[src/rtl/core/vgd_div.sv]
// ----------------------------------------------------------------------------
// vgd_div
// unsigned restoring divider, one quotient bit per cycle
// ----------------------------------------------------------------------------
module vgd_div #(
  parameter int NW = 40,
  parameter int DW = 23
) (
  input  logic          clk_i,
  input  logic          rst_ni,
  input  logic          start_i,
  input  logic [NW-1:0] num_i,
  input  logic [DW-1:0] den_i,
  output logic          busy_o,
  output logic [NW-1:0] quot_o
);

  localparam int CNT_W = $clog2(NW + 1);

  logic             busy_q;
  logic [CNT_W-1:0] cnt_q;
  logic [DW-1:0]    den_q;
  logic [DW-1:0]    rem_q;
  logic [NW-1:0]    quo_q;
  logic [DW:0]      trial;
  logic             ge;
  logic [DW-1:0]    rem_d;

  always_comb begin
    trial = {rem_q, quo_q[NW-1]};
    ge    = trial >= {1'b0, den_q};
    rem_d = ge ? DW'(trial - {1'b0, den_q}) : trial[DW-1:0];
  end

  always_ff @(posedge clk_i or negedge rst_ni) begin
    if (!rst_ni) begin
      busy_q <= 1'b0;
      cnt_q  <= '0;
    end else if (start_i) begin
      busy_q <= 1'b1;
      cnt_q  <= CNT_W'(NW);
    end else if (busy_q) begin
      cnt_q <= cnt_q - 1'b1;
      if (cnt_q == CNT_W'(1)) begin
        busy_q <= 1'b0;
      end
    end
  end

  always_ff @(posedge clk_i) begin
    if (start_i) begin
      rem_q <= '0;
      quo_q <= num_i;
      den_q <= den_i;
    end else if (busy_q) begin
      rem_q <= rem_d;
      quo_q <= {quo_q[NW-2:0], ge};
    end
  end

  assign busy_o = busy_q;
  assign quot_o = quo_q;

endmodule

[config.mk]
export PLATFORM = sky130hd
export DESIGN_NAME = vgd_div
export DESIGN_NICKNAME = d
export VERILOG_FILES = /design/src/rtl/core/vgd_div.sv
export SDC_FILE = /design/constraint.sdc
export NUM_CORES = 1
export LEC_CHECK = 0
export CAP_MARGIN = 20
export CORE_MARGIN = 2
export CORE_UTILIZATION = 32
export DETAILED_ROUTE_END_ITERATION = 10
export DONT_BUFFER_PORTS = 1
export PLACE_DENSITY = 0.44
export SYNTH_ARGS = -nofsm -noshare
export SYNTH_HDL_FRONTEND = slang
export SYNTH_SLANG_ARGS = --single-unit
[constraint.sdc]
create_clock -name clk_i -period 6.9 [get_ports clk_i]
set_input_delay 0 -clock clk_i [delete_from_list [all_inputs] [get_ports clk_i]]
set_output_delay 0 -clock clk_i [all_outputs]
set_load 0.05 [all_outputs]
# == Word-level counts from Yosys, hierarchy flattened ==
# Cells that the tools add are included.
# op_classes
n_addsub,2
n_lt_le_gt_ge,1
n_eq_ne,1
muxes,8
reduce_logical,1
# op_table
op,count
$mux 40,2
$ge 24x23->1,1
$mux 23,1
$sub 23x23->23,1
$mux 6,2
$eq 6x1->1 const B,1
$sub 6x1->6 const B,1
$mux 1,3
$reduce_bool 2->1,1
# word_totals
regBits,93
input_bits,66
out_inout_bits,41
elab_cells,18

# == Logic depth before layout (Yosys ltp) ==
# Gate-level depths: netlist of run 1.
# logic_depth
ltp_word,4
depth_mapped,12
depth_no_buf,10

# == Worst setup path after synthesis of run 1 ==
# OpenSTA, ideal clock, no wires.
# synth_path
kind,flip-flop to flip-flop
start,register quo_q[39] (netlist: quot_o[39])
end,register rem_q[0]
setup_time_ns,0.106
arrival_ns,2.782
required_ns,6.794
setup_slack_ns,4.012
stages_incl_launch_ff,12
path_buffers,1
synth_period_minus_slack_ns,2.888
path_cell_list,edfxtp_1 inv_1 ha_1 fa_1 nor2b_1 o2111ai_2 a21oi_1 or4_1 buf_2 o211a_1 nor2_4 o311ai_0
# synth_via
elab_chain_cells,2
word_cells_on_any_way,3
classes_between,add/sub (1); order compare (1); mux (1)
# synth_lines
element,line_no,source
start: declaration,24,logic [NW-1:0] quo_q;
start signal: assignment,53,quo_q <= num_i;
start signal: assignment,57,"quo_q <= {quo_q[NW-2:0], ge};"
$sub 23x23->23 / $ge 24x23->1 (equally long branches),"32, 31",
$mux 23 (*),32,"rem_d = ge ? DW'(trial - {1'b0, den_q}) : trial[DW-1:0];"
end signal: assignment,56,rem_q <= rem_d;
end: declaration,23,logic [DW-1:0] rem_q;
# Every way passes the cells marked *; elsewhere a longest branch is shown, timed or not.
# A chain may end at the register's enable or synchronous reset.

# == Worst setup path after layout of run 1 ==
# layout_path
start,register quo_q[39] (netlist: quot_o[39])
end,register quo_q[0] (netlist: quot_o[0]) (data pin)
# layout_via
elab_chain_cells,3
# layout_lines
element,line_no,source
$ge 24x23->1,31,"ge = trial >= {1'b0, den_q};"
$mux 40,55,end else if (busy_q) begin
$mux 40,51,if (start_i) begin
# No other way between the ends. The select of a mux whose other input is x is not followed.

==> results.md, run 1 <==
* Pwr dens at 229 mW/mm2
* Run status: finished clean
* Launch instance of the worst register-to-register path: quot_o[39]
* DRC viols at 0
* Mean routed wirelength per cell at 17.0 um
* Crit end category: flip-flop
* Wire length of the first global-routing pass at 20,800 um
* Setup-violating endpoint count in the final report at 0
* Clock-pin transition on the worst setup and hold timing paths at 80 ps
* Area contributors post-synth: edfxtp_1, mux2_2, dfxtp_1, ha_1, dfrtp_1
* Share of flip-flops with an asynchronous set or reset after synthesis at 7.53%
* Pin count of the biggest net entering global routing at 81
* Flip-flop and latch count after synthesis at 93
* Relative max-transition margin at 29.2%
* Setup repair after global routing missed its margin: false
* Highest fanout seen on the critical path at 23
* Detailed-route wire length at 12,800 um
* Growth of design area from synthesis to finish at 22.8%
* First-pass DRT Iterations at 4
* Worst Tran Pin Value at 1060 ps
* Clock buffer depth at 2
* Initial Util at 32.8%
* Clock tree from TritonCTS: yes
* Std-Cell Core Area at 0.0159 mm2
* Most frequent cells after synthesis: edfxtp_1, mux2_2, nand2_1, inv_1, ha_1
* Final setup TNS at 0 ps
* Arrival time of the worst setup path at 3750 ps
* Setup slack of the most critical reg-to-reg path at 3260 ps
* Final worst path period share at 52.7%
* Level count of the clock H-tree at 3
* Horiz. Die Dim at 132 um
* Number of inserted diodes at 0
* Count of flip-flops with a built-in enable after synthesis at 63
* Number of failing hold endpoints at the final stage at 0
* Critical-path cell list: inv_1 > ha_1 > fa_1 > nor2b_1 > o2111ai_2 > a21oi_1 > or4_1 > o211ai_4 > nand2_1 > mux2_2
* DR vias at 3,890
* Ports placed on the boundary at 107
* Final weighted congestion in routability-driven placement at 0.844
* Synthesized area per cell at 10.9 um2
* Synth top area share at 36.3%
* Overflow after GRT at 0
* Half-perimeter wire length after placement at 8500 um
* Die footprint at 0.0173 mm2
* Main flop type after synthesis: edfxtp_1
* Number of violations of the max-capacitance limit at 0
* Met2 routing resource usage after global routing at 23.1%
* Achievable clock frequency at 275 MHz
* Number of sinks handled by clock tree synthesis at 93
* Number of cells on the worst hold path at 3
* Post-placement worst setup slack at 3290 ps
* Dominant cell by count in the synthesized netlist: edfxtp_1
* Synth area leader: edfxtp_1
* Global Route Usage Sum at 15.1%
* Depth of the worst register-to-register path at 10
* Critical path data required time at 7010 ps
* Remaining antenna violation count at 0
* Worst Setup Start Kind: flip-flop
* Post-synth cell types at 60
* Core Rows at 46
* Cell area after technology mapping at 0.00521 mm2
* Placed Cells incl. Taps at 672
* Vias in the first global route at 4,063
* P_leak at 2.49 nW
* Via count normalized by instance count at 5.16
* Number of buffers inserted by post-CTS setup repair at 0
* Endpoint of the worst hold path: rem_q[2]
* VDD IR max at 123 uV
* Count of yosys warnings during synthesis at 0
* Initial drt markers at 181
* Net count after synthesis at 568
* Worst min-delay path startpoint: start_i
* Count of filler cells inserted in the layout at 1,586
* Initial antenna violation count at 0
* Final count of pins violating max slew at 0
* Worst Skew at 9.25 ps
* Slowest cell on the critical path: o211ai_4
* CTS buffer count at 9
* Met3 Resource Use GR at 4.21%
* Stage delay of the slowest cell on the critical path at 660 ps
* Port buffer count at 0
* End of the worst register-to-register path: quot_o[0]
* Fraction of layout instances using a drive strength above 1 at 13.6%
* Highest-utilization routing layer at the global route stage: met2
* Instance count of the mapped netlist at 476
* Sequential share of the synthesized area at 48.5%
* Clock insertion delay at the later pin of the skew report at 350 ps
* GR Layer Usage met1 at 19.9%
* Cell at the root of the clock tree: clkbuf_16
* Worst Hold Class: input pin to flip-flop
* Minimum period implied by the final worst setup slack at 3640 ps
* Filler-free cell count of the finished design at 754
* Total number of nets in the final design at 625
* Path type of the worst setup path: flip-flop to flip-flop
* Die H at 132 um
* Final worst-path setup slack at 3260 ps
==> worst max path at each step <==
stage | endpoint | cells after the start | startpoint | slack, ps
3_5_place_dp | quot_o[0] | 10 | quot_o[39] | 3290
4_1_cts | quot_o[0] | 10 | quot_o[39] | 3270
3_3_place_gp | quot_o[0] | 10 | quot_o[39] | 3360
6_report | quot_o[0] | 10 | quot_o[39] | 3260
5_1_grt | quot_o[0] | 10 | quot_o[39] | 3030
2_1_floorplan | rem_q[0] | 11 | quot_o[39] | 4010
==> per-stage QoR <==
stage	hold WS, ps	instance area (um2)	utilization [%]	total power [mW]
5_1_grt	54.6	6400	40.3	1.53
3_3_place_gp	-295	5400	34.0	0.913
4_1_cts	11.1	6400	40.3	1.48
6_report	22.6	6400	40.3	1.47
2_1_floorplan	-296	5210	-	0.883
3_5_place_dp	-295	5410	34.1	0.912
==> power breakdown <==
group          switching, mW  internal [mW]
Combinational         0.0843         0.0921
Clock                  0.236          0.288
Sequential             0.118          0.647
Total                  0.438           1.03
==> worst max-delay path: cells and delay by family, from the launching register on <==
family | cells | cell delay, ps
buffers and inverters | 1 | 140
AO/OA/AOI/OAI | 3 | 1040
adder cells (fa/ha/maj) | 2 | 400
AND/OR/NAND/NOR | 3 | 850
multiplexers | 1 | 330
flip-flops | 1 | 640
==> cells by family (layout without fill, tap and decap cells) <==
group,after synthesis,after routing,synth area share [%]
DFF,93,93,48.5
muxes,42,42,9.06
buffers and inverters,54,116,4.18
and+or+nand+nor,130,130,13.2
xor gates and xnor gates,19,19,3.19
adders and majority gates,26,26,6.39
AOI/OAI and AO/OA,112,112,15.5
==> cell type report <==
cell class / instances / area [um2] / area share [%]
flip-flops and latches: 93 / 2530 / 39.5
clock buffers: 9 / 225 / 3.52
inverters: 30 / 113 / 1.76
multi-input cells: 329 / 2470 / 38.6
clock inverters: 7 / 82.6 / 1.29
repair buffers: 70 / 712 / 11.1
well taps: 216 / 270 / 4.23
==> sequential cells by signal, summed over array words and instances, names as in the netlist <==
register and flops:
cnt_q 6, quot_o 40, rem_q 23, busy_o 1, den_q 23
==> what timing repair did <==
action	CTS	global route
hold buffers	66	0
gates resized for setup	0	0
endpoints found under the hold margin	110	0
==> layout by cell type, fill, tap and decap left out, drive strengths merged, types with 4 or more instances in the layout <==
cell         count
mux2            41
buf              5
xor2            11
or4              4
o21ai           19
nor3             8
o211ai           7
dfxtp           23
nand4           13
and2             6
nand2           32
edfxtp          63
nand3           10
a21oi           26
clkbuf           9
dfrtp            7
a31oi            4
dlygate4sd3     65
xnor2            8
nand2b           6
a211oi           7
a21o             9
inv             33
nor2b            8
o21a             4
ha              25
o21bai           6
a311oi           6
and3             7
nor2            22
==> per-layer routing <==
layer,routed length (um),up-vias
met5,0,-
met4,254,0
met3,964,18
met2,5610,144
met1,5950,1824
li1,-,1904
No activity file was read; power rests on OpenSTA's default activity.
==> run 2: changes to the inputs <==
ABC_AREA = 1   (was unset)
clock period = 3.7 ns   (was 6.9 ns; I/O delays follow)
==> run 2 against run 1 <==
Against the previous run: critical endpoint is now rem_q[4]; total power rose to 3.1 times the previous value; global-route usage rose by 0.65 points; final cell count rose by 36%.
==> results.md, run 2 <==
* Count of flip-flops with a built-in enable after synthesis at 63
* Std-Cell Core Area at 0.0167 mm2
* Global Route Usage Sum at 15.7%
* VDD IR max at 306 uV
* Post_cts resized at 0
* Sequential share of the synthesized area at 46.0%
* Synth area leader: edfxtp_1
* Synthesized area per cell at 7.41 um2
* Path type of the worst setup path: flip-flop to flip-flop
* Level count of the clock H-tree at 3
* Horiz. Die Dim at 135 um
* Half-perimeter wire length after placement at 9360 um
* Ports placed on the boundary at 107
* Worst Tran Pin Value at 978 ps
* Fraction of layout instances using a drive strength above 1 at 5.82%
* Highest fanout seen on the critical path at 27
* First-pass DRT Iterations at 4
* Flip-flop and latch count after synthesis at 93
* Synth Area in XOR/XNOR at 1.75%
* Post-synth cell types at 32
* Wire length of the first global-routing pass at 22,800 um
* Count of yosys warnings during synthesis at 0
* Synth top area share at 34.4%
* P_leak at 3.28 nW
* DR vias at 4,626
* Dominant cell by count in the synthesized netlist: nand2_1
* Number of violations of the max-capacitance limit at 0
* Most frequent cells after synthesis: nand2_1, inv_1, edfxtp_1, nor2_1, nand3_1
* Remaining antenna violation count at 0
* Number of sinks handled by clock tree synthesis at 93
* Final setup TNS at 0 ps
* Worst Hold Class: input pin to flip-flop
* Growth of design area from synthesis to finish at 22.4%
* Overflow after GRT at 0
* Mean routed wirelength per cell at 13.0 um
* Cell at the root of the clock tree: clkbuf_16
* Leading cell types in the layout, fill and taps excluded: nand2_1, inv_1, dlygate4sd3_1
* Clock buffer depth at 2
* Critical path data required time at 3950 ps
* Worst Setup Start Kind: flip-flop
* Worst Skew at 11.9 ps
* Arrival time of the worst setup path at 3260 ps
* Cell area after technology mapping at 0.00549 mm2
* Clock tree from TritonCTS: yes
* DRC viols at 0
* Detailed-route wire length at 13,400 um
* Initial Util at 32.9%
* Final weighted congestion in routability-driven placement at 0.874
* Total number of nets in the final design at 895
* Area contributors post-synth: edfxtp_1, nand2_1, dfxtp_1, inv_1, ha_1
* Number of inserted diodes at 0
* Post-synthesis compound-gate area fraction at 2.96%
* Main flop type after synthesis: edfxtp_1
* Placed Cells incl. Taps at 946
* Die footprint at 0.0182 mm2
* Achievable clock frequency at 331 MHz
* Leading cell type in the layout, fill and taps excluded: nand2_1
* Via count normalized by instance count at 4.50
* Die H at 135 um
* Port buffer count at 0
* Main combinational cell family by area after synthesis: simple AND/OR/NAND/NOR gates
* Initial drt markers at 258
* Relative max-transition margin at 34.7%
* Minimum period implied by the final worst setup slack at 3020 ps
* Clock insertion delay at the later pin of the skew report at 350 ps
* Final worst path period share at 81.5%
* Vias in the first global route at 4,777
* Clock-pin transition on the worst setup and hold timing paths at 70 ps
* Adder-cell share of the synthesized area at 6.06%
* Final count of pins violating max slew at 0
* Initial antenna violation count at 0
* Flip-flop count of the largest register, all copies and words added at 40
* Share of flip-flops with an asynchronous set or reset after synthesis at 7.53%
* Filler-free cell count of the finished design at 1,028
* Pwr dens at 683 mW/mm2
* Share of synthesized area spent on multiplexers at 0%
* Setup repair after global routing missed its margin: false
* Run status: finished clean
* Instance count of the mapped netlist at 741
* Area fraction in and, or, nand and nor cells after synthesis at 34.7%
* Net count after synthesis at 833
* Core Rows at 47
* Pin count of the biggest net entering global routing at 69
* Number of failing hold endpoints at the final stage at 0
* CTS buffer count at 9
* Crit end category: flip-flop
* Setup-violating endpoint count in the final report at 0
-- run 2: cell types whose count changed in the layout (fill, tap and decap cells not counted), sizes merged, moves of 8 or more --
cell / delta
nand2: +312
inv: +66
nor2: +55
mux2: -41
nand3: +17
o21ai: -12
a21o: -9
xor2: -9
a21oi: -8
nor2b: -8
-- run 2: stage by stage --
stage	power [mW]	setup WS [ps]	instance area, um2	utilization (%)	hold WS (ps)
4_1_cts	4.67	564	6720	40.3	63.9
5_1_grt	5.01	308	6720	40.3	70.4
3_3_place_gp	3.45	641	5700	34.1	-295
3_5_place_dp	3.45	574	5700	34.1	-295
6_report	4.59	683	6720	40.3	62.4
2_1_floorplan	3.10	1320	5490	-	-296
-- run 2: layout make-up --
type	count	area [um2]
Clock inverter	6	116
Multi-Input combinational cell	533	2500
Inverter	97	364
Tap cell	220	275
Timing Repair Buffer	69	713
Clock buffer	10	229
Sequential cell	93	2530
Fill cell	1761	9980
-- run 2: logic make-up (layout without fill, tap and decap cells) --
group	Yosys count	in the layout
XOR/XNOR	11	11
AND/OR/NAND/NOR	466	466
adder cells (fa/ha/maj)	26	26
buffers and inverters	115	182
flip-flops	93	93
AO/OA/AOI/OAI	30	30
-- run 2: worst max-delay path, cell delays in order (launching register included) --
cell and delay, ps:
edfxtp_1 620, inv_1 130, ha_1 190, fa_1 220, inv_1 60, nand2_1 60, nand2_1 60, nand3_1 80
nand2_2 90, nand2_1 80, nand4_2 600, buf_12 420, nor2_1 110, nor2_1 50, nand2_1 90, nand2_1 50
-- run 2: timing repair --
| action | CTS | global route |
|---|---|---|
| hold endpoints to repair | 100 | 0 |
| setup buffers | 0 | 0 |
| hold buffers | 66 | 0 |
-- run 2: power by group --
group	total (mW)	switching [mW]	internal, mW	leakage, nW
Sequential	1.63	0.314	1.31	0.935
Clock	1.11	0.441	0.669	0.168
Combinational	1.85	1.16	0.692	2.17
Total	4.59	1.92	2.68	3.28
-- run 2: worst paths after layout --
kind	start	endpoint	slack, ps	cells past startpoint
worst max-delay path	quot_o[39]	rem_q[4]	680	15
worst min-delay path	start_i	den_q[10]	60	1
worst max register to register	quot_o[39]	rem_q[4]	680	15
worst min register to register	rem_q[22]	rem_q[22]	470	2
max in group asynchronous	rst_ni	cnt_q[2]	2910	2
min in group asynchronous	rst_ni	cnt_q[5]	520	2
-- run 2: routing by layer --
layer  vias up  part of all wire (%)  GRT usage [%]
met5         -                     0              0
met4         0                   1.8           4.05
met1      2087                    47           19.4
met2       100                    46           26.5
li1       2425                     -              -
met3        14                   6.0           5.26
